`src/rtl/assert_macros.svh`:
```
// Assertion macros shared by the tokenizer RTL.
`ifndef ASSERT_MACROS_SVH
`define ASSERT_MACROS_SVH

// The consequent must hold in the same cycle as the antecedent.
`define QAT_ASSERT_IMP(name, clk, rst_n, ante, cons) \
    name: assert property (@(posedge clk) disable iff (!rst_n) (ante) |-> (cons)) \
        else $error("tokenizer assertion failed");

// The condition must never hold outside reset.
`define QAT_ASSERT_NEVER(name, clk, rst_n, cond) \
    name: assert property (@(posedge clk) disable iff (!rst_n) !(cond)) \
        else $error("tokenizer assertion failed");

`endif

```
`src/rtl/qat_pkg.sv`:
```
// Types and constants shared by the tokenizer modules.
package qat_pkg;

    localparam int NUM_DELIMS = 4;
    localparam int CFG_INDEX_W = 3;
    localparam int CFG_DATA_W = 8;

    localparam logic [CFG_INDEX_W-1:0] REG_DELIM_A = 3'd0;
    localparam logic [CFG_INDEX_W-1:0] REG_DELIM_B = 3'd1;
    localparam logic [CFG_INDEX_W-1:0] REG_DELIM_C = 3'd2;
    localparam logic [CFG_INDEX_W-1:0] REG_DELIM_D = 3'd3;

    localparam logic [7:0] DELIM_A_RESET = 8'd32;
    localparam logic [7:0] DELIM_B_RESET = 8'd9;
    localparam logic [7:0] DELIM_C_RESET = 8'd13;
    localparam logic [7:0] DELIM_D_RESET = 8'd10;

    localparam logic [7:0] QUOTE_BYTE = 8'h22;
    localparam logic [7:0] BACKSLASH_BYTE = 8'h5C;
    localparam logic [7:0] NUL_BYTE = 8'h00;

    localparam logic [1:0] KIND_BYTE = 2'd0;
    localparam logic [1:0] KIND_TOKEN_END = 2'd1;
    localparam logic [1:0] KIND_STRING_END = 2'd2;

    localparam logic [1:0] PHASE_IDLE = 2'd0;
    localparam logic [1:0] PHASE_TOKEN = 2'd1;
    localparam logic [1:0] PHASE_QUOTED = 2'd2;

    typedef struct packed {
        logic [7:0] out_byte;
        logic [1:0] kind;
        logic       string_done;
        logic       last_of_run;
    } result_t;

    typedef struct packed {
        logic    two;
        result_t first;
        result_t second;
    } entry_t;

    function automatic result_t make_result(logic [7:0] b, logic [1:0] k, logic d);
        result_t r;
        r.out_byte = b;
        r.kind = k;
        r.string_done = d;
        r.last_of_run = 1'b0;
        return r;
    endfunction

endpackage

```
`src/rtl/qat_in_if.sv`:
```
// Input channel carrying one text byte per word.
interface qat_in_if;
    logic       valid;
    logic       ready;
    logic [7:0] char_byte;

    modport source (output valid, output char_byte, input ready);
    modport sink (input valid, input char_byte, output ready);
endinterface

```
`src/rtl/qat_out_if.sv`:
```
// Output channel carrying one token result per word.
interface qat_out_if;
    logic       valid;
    logic       ready;
    logic [7:0] out_byte;
    logic [1:0] kind;
    logic       string_done;
    logic       last_of_run;

    modport source (output valid, output out_byte, output kind, output string_done,
                    output last_of_run, input ready);
    modport sink (input valid, input out_byte, input kind, input string_done,
                  input last_of_run, output ready);
endinterface

```
`src/rtl/qat_front.sv`:
```
// Front end: accepts text bytes, tracks the token state and builds result entries.
module qat_front import qat_pkg::*; (
    input  logic                   clk,
    input  logic                   rst_n,
    qat_in_if.sink                 text,
    input  logic                   cfg_we,
    input  logic [CFG_INDEX_W-1:0] cfg_index,
    input  logic [CFG_DATA_W-1:0]  cfg_data,
    input  logic                   queue_full,
    output logic                   push,
    output entry_t                 push_entry
);

    logic [7:0] delim_reg [NUM_DELIMS];
    logic [1:0] phase_reg, phase_next;
    logic       mtq_reg, mtq_next;
    logic       esc_reg, esc_next;
    logic       cqp_reg, cqp_next;

    logic       accept;
    logic [7:0] c;
    logic       is_delim;
    logic [1:0] ph;
    logic [1:0] cnt;
    logic       run_tok;
    result_t    res [2];

    assign text.ready = !queue_full;
    assign accept = text.valid && !queue_full;
    assign c = text.char_byte;

    always_comb
    begin
        is_delim = 1'b0;
        for (int i = 0; i < NUM_DELIMS; i++)
        begin
            if (delim_reg[i] != NUL_BYTE && delim_reg[i] == c)
            begin
                is_delim = 1'b1;
            end
        end
    end

    always_comb
    begin
        ph = (phase_reg == PHASE_IDLE || phase_reg == PHASE_TOKEN ||
              phase_reg == PHASE_QUOTED) ? phase_reg : PHASE_IDLE;
        phase_next = ph;
        mtq_next = mtq_reg;
        esc_next = esc_reg;
        cqp_next = cqp_reg;
        cnt = 2'd0;
        run_tok = 1'b0;
        res[0] = make_result(NUL_BYTE, KIND_BYTE, 1'b0);
        res[1] = make_result(NUL_BYTE, KIND_BYTE, 1'b0);

        if (esc_reg)
        begin
            esc_next = 1'b0;
            if (c == NUL_BYTE)
            begin
                if (ph == PHASE_IDLE)
                begin
                    res[cnt[0]] = make_result(NUL_BYTE, KIND_STRING_END, 1'b1);
                end
                else
                begin
                    res[cnt[0]] = make_result(NUL_BYTE, KIND_TOKEN_END, 1'b1);
                end
                cnt = cnt + 2'd1;
                phase_next = PHASE_IDLE;
                mtq_next = 1'b0;
                cqp_next = 1'b0;
            end
            else
            begin
                res[cnt[0]] = make_result(c, KIND_BYTE, 1'b0);
                cnt = cnt + 2'd1;
                if (ph == PHASE_IDLE)
                begin
                    phase_next = PHASE_TOKEN;
                end
            end
        end
        else if (cqp_reg)
        begin
            cqp_next = 1'b0;
            if (c == QUOTE_BYTE)
            begin
                res[cnt[0]] = make_result(QUOTE_BYTE, KIND_BYTE, 1'b0);
                cnt = cnt + 2'd1;
            end
            else
            begin
                if (mtq_reg)
                begin
                    res[cnt[0]] = make_result(QUOTE_BYTE, KIND_BYTE, 1'b0);
                    cnt = cnt + 2'd1;
                end
                phase_next = PHASE_TOKEN;
                run_tok = 1'b1;
            end
        end
        else if (ph == PHASE_IDLE)
        begin
            if (c == NUL_BYTE)
            begin
                res[cnt[0]] = make_result(NUL_BYTE, KIND_STRING_END, 1'b1);
                cnt = cnt + 2'd1;
                phase_next = PHASE_IDLE;
                mtq_next = 1'b0;
            end
            else if (c == QUOTE_BYTE)
            begin
                mtq_next = 1'b0;
                phase_next = PHASE_QUOTED;
            end
            else if (c == BACKSLASH_BYTE)
            begin
                mtq_next = 1'b0;
                esc_next = 1'b1;
            end
            else if (!is_delim)
            begin
                mtq_next = 1'b0;
                res[cnt[0]] = make_result(c, KIND_BYTE, 1'b0);
                cnt = cnt + 2'd1;
                phase_next = PHASE_TOKEN;
            end
        end
        else if (ph == PHASE_TOKEN)
        begin
            run_tok = 1'b1;
        end
        else
        begin
            if (c == NUL_BYTE)
            begin
                res[cnt[0]] = make_result(NUL_BYTE, KIND_TOKEN_END, 1'b1);
                cnt = cnt + 2'd1;
                phase_next = PHASE_IDLE;
                mtq_next = 1'b0;
            end
            else if (c == QUOTE_BYTE)
            begin
                cqp_next = 1'b1;
            end
            else if (c == BACKSLASH_BYTE)
            begin
                esc_next = 1'b1;
            end
            else
            begin
                res[cnt[0]] = make_result(c, KIND_BYTE, 1'b0);
                cnt = cnt + 2'd1;
            end
        end

        if (run_tok)
        begin
            if (c == NUL_BYTE || (c != BACKSLASH_BYTE && c != QUOTE_BYTE && is_delim))
            begin
                res[cnt[0]] = make_result(NUL_BYTE, KIND_TOKEN_END, c == NUL_BYTE);
                cnt = cnt + 2'd1;
                phase_next = PHASE_IDLE;
                mtq_next = 1'b0;
                esc_next = 1'b0;
                cqp_next = 1'b0;
            end
            else if (c == BACKSLASH_BYTE)
            begin
                esc_next = 1'b1;
            end
            else if (c == QUOTE_BYTE)
            begin
                mtq_next = 1'b1;
                res[cnt[0]] = make_result(QUOTE_BYTE, KIND_BYTE, 1'b0);
                cnt = cnt + 2'd1;
                phase_next = PHASE_QUOTED;
            end
            else
            begin
                res[cnt[0]] = make_result(c, KIND_BYTE, 1'b0);
                cnt = cnt + 2'd1;
            end
        end

        if (cnt == 2'd1)
        begin
            res[0].last_of_run = 1'b1;
        end
        if (cnt == 2'd2)
        begin
            res[1].last_of_run = 1'b1;
        end
    end

    assign push = accept && (cnt != 2'd0);
    assign push_entry.two = cnt[1];
    assign push_entry.first = res[0];
    assign push_entry.second = res[1];

    always_ff @(posedge clk or negedge rst_n)
    begin
        if (!rst_n)
        begin
            phase_reg <= PHASE_IDLE;
            mtq_reg <= 1'b0;
            esc_reg <= 1'b0;
            cqp_reg <= 1'b0;
        end
        else if (accept)
        begin
            phase_reg <= phase_next;
            mtq_reg <= mtq_next;
            esc_reg <= esc_next;
            cqp_reg <= cqp_next;
        end
    end

    always_ff @(posedge clk or negedge rst_n)
    begin
        if (!rst_n)
        begin
            delim_reg[0] <= DELIM_A_RESET;
            delim_reg[1] <= DELIM_B_RESET;
            delim_reg[2] <= DELIM_C_RESET;
            delim_reg[3] <= DELIM_D_RESET;
        end
        else if (cfg_we)
        begin
            unique case (cfg_index)
                REG_DELIM_A: delim_reg[0] <= cfg_data;
                REG_DELIM_B: delim_reg[1] <= cfg_data;
                REG_DELIM_C: delim_reg[2] <= cfg_data;
                REG_DELIM_D: delim_reg[3] <= cfg_data;
                default: ;
            endcase
        end
    end

endmodule

```
`src/rtl/qat_queue.sv`:
```
// Two-entry queue that decouples the front end from the result sequencer.
module qat_queue import qat_pkg::*; (
    input  logic   clk,
    input  logic   rst_n,
    input  logic   push,
    input  entry_t push_entry,
    input  logic   pop,
    output entry_t head,
    output logic   full,
    output logic   empty
);

    entry_t     store_reg [2];
    logic       wr_ptr_reg;
    logic       rd_ptr_reg;
    logic [1:0] count_reg;

    assign full = (count_reg == 2'd2);
    assign empty = (count_reg == 2'd0);
    assign head = store_reg[rd_ptr_reg];

    always_ff @(posedge clk)
    begin
        if (push)
        begin
            store_reg[wr_ptr_reg] <= push_entry;
        end
    end

    always_ff @(posedge clk or negedge rst_n)
    begin
        if (!rst_n)
        begin
            wr_ptr_reg <= 1'b0;
            rd_ptr_reg <= 1'b0;
            count_reg <= 2'd0;
        end
        else
        begin
            if (push)
            begin
                wr_ptr_reg <= !wr_ptr_reg;
            end
            if (pop)
            begin
                rd_ptr_reg <= !rd_ptr_reg;
            end
            if (push && !pop)
            begin
                count_reg <= count_reg + 2'd1;
            end
            else if (pop && !push)
            begin
                count_reg <= count_reg - 2'd1;
            end
        end
    end

endmodule

```
`src/rtl/qat_back.sv`:
```
// Back end: hands the results of each queue entry to the output register in order.
module qat_back import qat_pkg::*; (
    input  logic     clk,
    input  logic     rst_n,
    input  entry_t   head,
    input  logic     empty,
    output logic     pop,
    qat_out_if.source token
);

    logic    valid_reg;
    logic    sub_reg;
    result_t out_reg;
    logic    can_load;
    logic    load;

    assign can_load = !valid_reg || token.ready;
    assign load = can_load && !empty;
    assign pop = load && (sub_reg || !head.two);

    always_ff @(posedge clk or negedge rst_n)
    begin
        if (!rst_n)
        begin
            valid_reg <= 1'b0;
            sub_reg <= 1'b0;
        end
        else if (can_load)
        begin
            valid_reg <= !empty;
            if (load)
            begin
                sub_reg <= !pop;
            end
        end
    end

    always_ff @(posedge clk)
    begin
        if (load)
        begin
            out_reg <= sub_reg ? head.second : head.first;
        end
    end

    assign token.valid = valid_reg;
    assign token.out_byte = out_reg.out_byte;
    assign token.kind = out_reg.kind;
    assign token.string_done = out_reg.string_done;
    assign token.last_of_run = out_reg.last_of_run;

endmodule

```
`src/rtl/quote_aware_tokenizer.sv`:
```
// Top level of the quote-aware text tokenizer.
// The text channel takes one byte per word; a zero byte ends the string.
// The token channel gives one result per word: a token byte, a token end or a
// string end, with string_done on the result of the zero byte and last_of_run
// on the final result of each input byte. Some bytes give no result, some two.
// Delimiters are written through cfg_we, cfg_index and cfg_data; the user
// must write them only while idle, as the block does not enforce it. A byte
// is accepted every cycle while the two-entry queue has room. The front end
// updates the token state in the accepting cycle; each result passes through
// the queue and then the output register, the second, if any, after the first.
// The sustained rate is one result per cycle while the receiver is ready, set
// by the output register. When the receiver stalls, the output register holds
// and the queue fills, after which text.ready falls. Reset empties the queue
// and output, clears the token state and restores the default delimiters.
module quote_aware_tokenizer import qat_pkg::*; (
    input  logic                   clk,
    input  logic                   rst_n,
    qat_in_if.sink                 text,
    qat_out_if.source              token,
    input  logic                   cfg_we,
    input  logic [CFG_INDEX_W-1:0] cfg_index,
    input  logic [CFG_DATA_W-1:0]  cfg_data
);

    `include "assert_macros.svh"

    logic   push;
    entry_t push_entry;
    logic   pop;
    entry_t head;
    logic   queue_full;
    logic   queue_empty;

    qat_front u_front (
        .clk        (clk),
        .rst_n      (rst_n),
        .text       (text),
        .cfg_we     (cfg_we),
        .cfg_index  (cfg_index),
        .cfg_data   (cfg_data),
        .queue_full (queue_full),
        .push       (push),
        .push_entry (push_entry)
    );

    qat_queue u_queue (
        .clk        (clk),
        .rst_n      (rst_n),
        .push       (push),
        .push_entry (push_entry),
        .pop        (pop),
        .head       (head),
        .full       (queue_full),
        .empty      (queue_empty)
    );

    qat_back u_back (
        .clk   (clk),
        .rst_n (rst_n),
        .head  (head),
        .empty (queue_empty),
        .pop   (pop),
        .token (token)
    );

    `QAT_ASSERT_IMP(a_mark_byte_zero, clk, rst_n, token.valid && token.kind != KIND_BYTE, token.out_byte == NUL_BYTE)
    `QAT_ASSERT_IMP(a_done_is_last_mark, clk, rst_n, token.valid && token.string_done, token.last_of_run && token.kind != KIND_BYTE)
    `QAT_ASSERT_NEVER(a_kind_legal, clk, rst_n, token.valid && token.kind != KIND_BYTE && token.kind != KIND_TOKEN_END && token.kind != KIND_STRING_END)
    `QAT_ASSERT_NEVER(a_full_blocks_input, clk, rst_n, queue_full && text.ready)

endmodule

```
`src/flat_wrapper.sv`:
```
// flat-port wrapper written by rule: the top's interface ports become plain ports
module quote_aware_tokenizer_flat import qat_pkg::*;
  (clk, rst_n, cfg_we, cfg_index, cfg_data, text_valid, text_char_byte, text_ready, token_valid, token_out_byte, token_kind, token_string_done, token_last_of_run, token_ready);
  qat_in_if text_i ();
  qat_out_if token_i ();
  input  logic clk;
  input  logic rst_n;
  input  logic cfg_we;
  input  logic [CFG_INDEX_W-1:0] cfg_index;
  input  logic [CFG_DATA_W-1:0] cfg_data;
  input wire logic [$bits(text_i.valid)-1:0] text_valid;
  input wire logic [$bits(text_i.char_byte)-1:0] text_char_byte;
  output wire logic [$bits(text_i.ready)-1:0] text_ready;
  output wire logic [$bits(token_i.valid)-1:0] token_valid;
  output wire logic [$bits(token_i.out_byte)-1:0] token_out_byte;
  output wire logic [$bits(token_i.kind)-1:0] token_kind;
  output wire logic [$bits(token_i.string_done)-1:0] token_string_done;
  output wire logic [$bits(token_i.last_of_run)-1:0] token_last_of_run;
  input wire logic [$bits(token_i.ready)-1:0] token_ready;
  assign text_i.valid = text_valid;
  assign text_i.char_byte = text_char_byte;
  assign text_ready = text_i.ready;
  assign token_valid = token_i.valid;
  assign token_out_byte = token_i.out_byte;
  assign token_kind = token_i.kind;
  assign token_string_done = token_i.string_done;
  assign token_last_of_run = token_i.last_of_run;
  assign token_i.ready = token_ready;
  quote_aware_tokenizer u_core (.clk(clk), .rst_n(rst_n), .text(text_i), .token(token_i), .cfg_we(cfg_we), .cfg_index(cfg_index), .cfg_data(cfg_data));
endmodule
```
`config.mk`:
```
export PLATFORM = sky130hd
export DESIGN_NAME = quote_aware_tokenizer_flat
export DESIGN_NICKNAME = d
export VERILOG_FILES = /design/src/rtl/qat_pkg.sv /design/src/rtl/qat_in_if.sv /design/src/rtl/qat_out_if.sv /design/src/rtl/qat_front.sv /design/src/rtl/qat_queue.sv /design/src/rtl/qat_back.sv /design/src/rtl/quote_aware_tokenizer.sv /design/src/flat_wrapper.sv
export VERILOG_INCLUDE_DIRS = /design/src /design/src/rtl
export SDC_FILE = /design/constraint.sdc
export NUM_CORES = 1
export LEC_CHECK = 0
export BUFFER_PORTS_ARGS = -buffer_cell sky130_fd_sc_hd__buf_2
export CORE_UTILIZATION = 60
export CTS_CLUSTER_SIZE = 24
export DETAILED_ROUTE_END_ITERATION = 8
export GPL_TIMING_DRIVEN = 0
export PLACE_DENSITY = 0.8
export SYNTH_ARGS = -nofsm -noshare
export SYNTH_HDL_FRONTEND = slang
export SYNTH_SLANG_ARGS = --single-unit
export TNS_END_PERCENT = 20
```
`constraint.sdc`:
```
create_clock -name clk -period 6.76 [get_ports clk]
set_input_delay 2.028 -clock clk [delete_from_list [all_inputs] [get_ports clk]]
set_output_delay 2.028 -clock clk [all_outputs]
set_load 0.05 [all_outputs]
```
==> run metrics, run 1 <==
core footprint=8180 µm²; fin crit share=81.5%; Peak supply drop=215 µV; Hold Slack=0.498 ns; Non-Filler Instances=543; Yosys top cell area share=35.6%; clk_skew=0.0181 ns; CTS Buf Count=9; Warnings, synthesis=0; outcome=completed; critical path peak fanout=24; GR Util met1=37.0%; cells after synthesis=390; CP max stage cell=and2_1; Final Setup Violations=0; hold-critical path depth=1; relative slew slack=14.2%; ranking of synthesized cells by area=edfxtp_1 36%, dfrtp_1 17%, mux2_2 7.1%; TritonCTS clock tree=yes; Distinct cells, synth=58; vias=3352; Post-CTS Setup Inserts=0; first-pass GRT wire length=16800 µm; pin count of the biggest net entering global routing=44; CTS clock-pin slew for the worst setup and hold paths=0.11 ns; io pins=38; Setup crit start=text_char_byte[6]; Sink Count=103; antenna diode count=0; R2R cell count=11; Req. time, crit path=6.72 ns; worst hold path class=reg -> reg; Worst path max stage delay=0.55 ns; RSZ-0062 raised after global routing=false; gr usage total=26.1%; syn_area_per_cell=13.0 µm²; CTS root buf=clkbuf_8; Post-Place Cell Area=5360 µm²; critical path, cell by cell=clkbuf_1, or4_4, or3_4, a21o_1, nand3_2, o21a_4, inv_4, ha_1, or4_1, a21oi_1, a211oi_2, and2_1; Reg2Reg Setup Slack=2.99 ns; Initial DRC Count=219; Remaining DRCs=0; vias in the first global route=3270; global route overflow=0; Max Clock Freq=182 MHz; Setup crit end=u_core.u_queue.store_reg[1][20]$_DFFE_PP_; Largest register FFs=48; M3 GR Usage=3.80%; crit path launch type=input port; Fin Setup TNS=0 ns; met2 GRT Util=40.1%; CP bufs+invs=2; Slew Viols, Final=0; Leak=2.11 nW; placed cells=527; actual slew at the worst max-slew pin=1.28 ns; Longest Clk Path Bufs=2; leading area contributor after synthesis=edfxtp_1; ys async rst share=41.7%; Die X=93.8 µm; H-tree levels=3; layout cells sized above 1=26.9%; Die ar.=8800 µm²; final antenna-violating net count=0; routed wire length per instance=19.3 µm; final instance area=5560 µm²; site row count=33; CTS Hold Bufs=0; initial antenna violation count=0; Final Power=0.00252 W; Max Cap Viol=0; EDFF count, synth=60; Final Hold Viols=0; IO Port Bufs=31; most common flop cell mapped by yosys=edfxtp_1; final WL=10500 µm; Worst path top cell family by delay=simple AND/OR/NAND/NOR gates; most used routing layer=met2; fin crit period=5.51 ns; Initial Util=61.8%; crit path DAT=5.47 ns; register bit total from synthesis=103; Die Y=93.8 µm; Pwr Density=454 nW/µm²; Resize count post-CTS=0; Worst path depth=12; CP endpoint kind=flip-flop; Via-to-Cell Ratio=6.17; Nets=463; FILL cells=592; Critical R2R Capture=u_core.u_queue.store_reg[1][20]$_DFFE_PP_; RD Place Congestion=0.953; Post-Syn Area=5050 µm²; FF-to-FF Start=u_core.u_front.phase_reg[0]$_DFFE_PN0P_; P&R area growth vs syn=9.93%; Worst-Skew Late Latency=0.38 ns; Crit Path Category=in -> reg; register area share after synthesis=57.1%; DRT Pass-1 Iters=6; syn nets=420; DP Wirelength=7480 µm
[synth_stat cells (all sizes together), types with 3 or more instances]
cell type / number
edfxtp: 60
dfrtp: 35
mux2: 32
xor2: 29
nand2: 20
a21oi: 19
nor2: 16
nor4: 16
clkbuf: 14
inv: 14
mux4: 11
o21ai: 11
a211oi: 9
dfstp: 8
or3: 8
xnor2: 8
buf: 7
nand3: 7
and2: 6
and3: 6
ha: 6
nor3: 5
nand4: 4
o31ai: 4
mux2i: 3
nor2b: 3
o22ai: 3
or4: 3
[cell families after synthesis]
logic type / synth area share (%)
AO/OA/AOI/OAI: 8.47
XOR/XNOR: 6.41
multiplexers: 12.6
AND/OR/NAND/NOR: 11.0
adder cells (fa/ha/maj): 1.49
buffers and inverters: 2.92
flip-flops: 57.1
[per-layer routing]
layer | share of wire, % | vias to the layer above
met4 | 2.8 | 0
met3 | 4.7 | 25
met1 | 45 | 1646
li1 | - | 1552
met5 | 0 | -
met2 | 48 | 129
[placed cells by master, fill, tap and decap left out, types with 3 or more instances in the layout]
| cell type | count |
|---|---|
| a211oi_1 | 8 |
| a21oi_1 | 17 |
| and2_1 | 6 |
| and3_1 | 6 |
| buf_1 | 3 |
| buf_2 | 33 |
| clkbuf_1 | 14 |
| clkbuf_8 | 9 |
| dfrtp_1 | 35 |
| dfstp_2 | 8 |
| edfxtp_1 | 60 |
| ha_1 | 6 |
| inv_1 | 13 |
| inv_6 | 3 |
| mux2_2 | 32 |
| mux2i_1 | 3 |
| mux4_2 | 11 |
| nand2_1 | 20 |
| nand3_1 | 6 |
| nand4_1 | 4 |
| nor2_1 | 16 |
| nor3_1 | 5 |
| nor4_1 | 15 |
| o21ai_0 | 11 |
| o22ai_1 | 3 |
| o31ai_1 | 4 |
| or3_1 | 6 |
| xnor2_1 | 8 |
| xor2_1 | 29 |
[metrics by stage]
stage          utilization, %  worst slack (ns)
4_1_cts                  67.9              1.25
3_5_place_dp             65.5             0.870
6_report                 68.0              1.25
2_1_floorplan               -             0.901
3_3_place_gp             65.3             0.116
5_1_grt                  68.0              1.06
[layout make-up]
type / count / area [µm²] / share of cell area (%)
Sequential cell: 103 / 2890 / 52.0
Multi-Input combinational cell: 252 / 2030 / 36.5
Timing Repair Buffer: 32 / 170 / 3.06
Tap cell: 105 / 131 / 2.36
Clock buffer: 9 / 124 / 2.23
Buffer: 21 / 92.6 / 1.67
Clock inverter: 7 / 70.1 / 1.26
Inverter: 14 / 55.1 / 0.991
[worst min-delay path by stage]
stage / start / end / slack, ns
after floorplan: u_core.u_queue.wr_ptr_reg$_DFFE_PN0P_ / u_core.u_queue.wr_ptr_reg$_DFFE_PN0P_ / 0.46
after global placement: u_core.u_queue.wr_ptr_reg$_DFFE_PN0P_ / u_core.u_queue.wr_ptr_reg$_DFFE_PN0P_ / 0.47
after detailed placement: u_core.u_queue.count_reg[1]$_DFFE_PN0P_ / u_core.u_queue.count_reg[1]$_DFFE_PN0P_ / 0.48
after CTS: u_core.u_queue.count_reg[1]$_DFFE_PN0P_ / u_core.u_queue.count_reg[1]$_DFFE_PN0P_ / 0.50
after global routing: u_core.u_queue.count_reg[1]$_DFFE_PN0P_ / u_core.u_queue.count_reg[1]$_DFFE_PN0P_ / 0.51
final: u_core.u_queue.count_reg[1]$_DFFE_PN0P_ / u_core.u_queue.count_reg[1]$_DFFE_PN0P_ / 0.50
[power by group]
group	internal (W)	switching (W)	total, W
Clock	0.000144	0.000233	0.000377
Combinational	0.000399	0.000658	0.00106
Sequential	0.000981	0.000106	0.00109
(Power assumes the default switching activity.)
==> run 2: changes to the inputs <==
Settings changed: ABC_AREA set to 1, CORE_UTILIZATION 60 to 54, PLACE_DENSITY 0.8 to 0.75.
Clock period 6.76 ns to 4.8 ns, I/O delays scaled along.
==> run metrics, run 2 <==
most frequent cells in the layout=130 x nand2_1, 85 x nor2_1, 71 x o21ai_0, 62 x inv_1, 60 x edfxtp_1; syn nets=622 (+48%); critical path, cell by cell=buf_4, inv_2, nor2_1, nand4_1, inv_2, nor2_2, nand2_1, a21oi_1, nand3_2, nand2_4, ha_1, nor2_1, nand3b_1, nand2_2, nand3_1, inv_1; Worst-Skew Late Latency=0.38 ns (about the same); Pwr Density=592 nW/µm² (+31%); RSZ-0062 raised after global routing=false; ranking of synthesized cells by area=edfxtp_1 34%, dfrtp_1 17%, nand2_1 9.3%; Via-to-Cell Ratio=5.38 (-13%); Longest Clk Path Bufs=2 (unchanged); gr usage total=23.9% (-2.1 points); outcome=completed; Largest register FFs=48 (unchanged); Worst path max stage delay=0.67 ns (+0.12 ns); Peak supply drop=255 µV (+19%); ys async rst share=41.7% (unchanged); Warnings, synthesis=0 (unchanged); layout cells sized above 1=13.6% (-13 points); Post-CTS Setup Inserts=0 (unchanged); RD Place Congestion=0.914 (-4.1%); Die ar.=10100 µm² (+15%); io pins=38 (unchanged); Remaining DRCs=0 (unchanged); final WL=11400 µm (+8.8%); Post-Place Cell Area=5560 µm² (+3.8%); Sink Count=103 (unchanged); Initial DRC Count=325 (+48%); CTS root buf=clkbuf_8; Post-Syn Area=5240 µm² (+3.6%); crit path launch type=input port; P&R area growth vs syn=10.9%; EDFF count, synth=60 (unchanged); Req. time, crit path=4.80 ns (-1.92 ns); Resize count post-CTS=0 (unchanged); TritonCTS clock tree=yes; site row count=35 (+6.1%); Final Hold Viols=0 (unchanged); routed wire length per instance=14.8 µm (-23%); Crit Path Category=in -> reg; Slew Viols, Final=0 (unchanged); register bit total from synthesis=103 (unchanged); pin count of the biggest net entering global routing=44 (unchanged); critical path peak fanout=24 (unchanged); Yosys top cell area share=34.4% (-1.2 points); most common flop cell mapped by yosys=edfxtp_1; relative slew slack=17.4% (+3.1 points); leading area contributor after synthesis=edfxtp_1; CTS clock-pin slew for the worst setup and hold paths=0.10 ns (about the same); final instance area=5800 µm² (+4.4%); vias in the first global route=3947 (+21%); initial antenna violation count=0 (unchanged); fin crit period=4.04 ns; DP Wirelength=8220 µm (+9.9%); Nets=664 (+43%); antenna diode count=0 (unchanged); Initial Util=56.1% (-5.7 points); leading cell type in the layout, fill and taps excluded=nand2_1; H-tree levels=3 (unchanged); register area share after synthesis=55.2% (-2.0 points); CTS Buf Count=9 (unchanged); core footprint=9330 µm² (+14%); final antenna-violating net count=0 (unchanged); IO Port Bufs=30 (-3.2%); Max Clock Freq=247 MHz; global route overflow=0 (unchanged); Leak=2.61 nW (+24%); vias=4133 (+23%); actual slew at the worst max-slew pin=1.24 ns (-0.0441 ns); cells after synthesis=592 (+52%); CP endpoint kind=flip-flop; first-pass GRT wire length=18600 µm (+11%); fin crit share=84.2%; clk_skew=0.0127 ns (-0.00532 ns); Final Setup Violations=0 (unchanged); CP max stage cell=inv_1; crit path DAT=4.04 ns (-1.43 ns); Max Cap Viol=0 (unchanged); top-count cell post-synth=nand2_1; DRT Pass-1 Iters=5 (-1); Die X=100 µm (+7.1%); Die Y=100 µm (+7.1%); CTS Hold Bufs=0 (unchanged); commonest cells in the netlist=130 x nand2_1, 86 x nor2_1, 71 x o21ai_0, 62 x inv_1, 60 x edfxtp_1; Distinct cells, synth=40 (-31%); Fin Setup TNS=0 ns (unchanged); syn_area_per_cell=8.84 µm² (-32%); worst hold path class=reg -> reg
[run 2: cell count changes after synthesis, sizes merged, moves of 8 or more]
cell and change:
a211oi -8, a21oi -10, inv +56, mux2 -32, mux4 -11, nand2 +115, nand3 +21, nor2 +72
nor4 -14, o21ai +60, o22ai +8, or3 -8, xor2 -16
[run 2: worst paths after layout]
check                                                             to  depth (start not counted)  slack, ns                               startpoint
min reg2reg                    u_core.u_queue.wr_ptr_reg$_DFFE_PN0P_                          2       0.48    u_core.u_queue.wr_ptr_reg$_DFFE_PN0P_
max                        u_core.u_queue.store_reg[0][23]$_DFFE_PP_                         16       0.76                        text_char_byte[4]
max in group asynchronous    u_core.u_front.delim_reg[9]$_DFFE_PN0P_                          1       2.96                                    rst_n
max reg2reg                u_core.u_queue.store_reg[0][23]$_DFFE_PP_                         12       1.57  u_core.u_front.phase_reg[0]$_DFFE_PN0P_
min in group asynchronous    u_core.u_front.delim_reg[5]$_DFFE_PN0P_                          1       1.22                                    rst_n
min                            u_core.u_queue.wr_ptr_reg$_DFFE_PN0P_                          2       0.48    u_core.u_queue.wr_ptr_reg$_DFFE_PN0P_
[run 2: cell families after synthesis]
| kind of cell | after synthesis | synth area share, % |
|---|---|---|
| AOI/OAI and AO/OA | 101 | 10.6 |
| buffers and inverters | 89 | 7.03 |
| DFF | 103 | 55.2 |
| and+or+nand+nor | 275 | 22.8 |
| xor gates and xnor gates | 18 | 3.01 |
| adders and majority gates | 6 | 1.43 |
[run 2: layout make-up]
type | instances | area [µm²]
Fill cell | 760 | 3520
Sequential cell | 103 | 2890
Multi-Input combinational cell | 400 | 1980
Inverter | 70 | 263
Timing Repair Buffer | 31 | 165
Tap cell | 129 | 161
Clock buffer | 9 | 124
Clock inverter | 7 | 115
Buffer | 19 | 105
[run 2: critical path, delay by kind of cell]
kind | cells | cell delay, ns
AO/OA/AOI/OAI | 1 | 0.17
adder cells (fa/ha/maj) | 1 | 0.17
buffers and inverters | 4 | 1.03
AND/OR/NAND/NOR | 10 | 1.22
[run 2: where the power goes]
part	internal, W	total (W)	switching (W)
Sequential	0.00133	0.00145	0.000125
Combinational	0.000385	0.00135	0.000965
Clock	0.000307	0.000634	0.000327
[run 2: through the flow]
step	utilization, %	power [W]	setup WS (ns)	hold WS, ns	instances
6_report	62.2	0.00344	0.759	0.482	768
3_5_place_dp	59.7	0.00281	0.374	0.466	752
3_3_place_gp	59.5	0.00275	-0.425	0.457	751
4_1_cts	62.2	0.00344	0.764	0.485	768
5_1_grt	62.2	0.00365	0.504	0.510	768
2_1_floorplan	-	0.00246	0.351	0.442	592
[run 2: metal layers]
layer / wire [µm] / up-vias / global-route usage (%)
li1: - / 2035 / -
met2: 5910 / 104 / 42.2
met1: 4830 / 1971 / 29.2
met5: 0 / - / 0
met3: 448 / 23 / 4.16
met4: 210 / 0 / 9.36
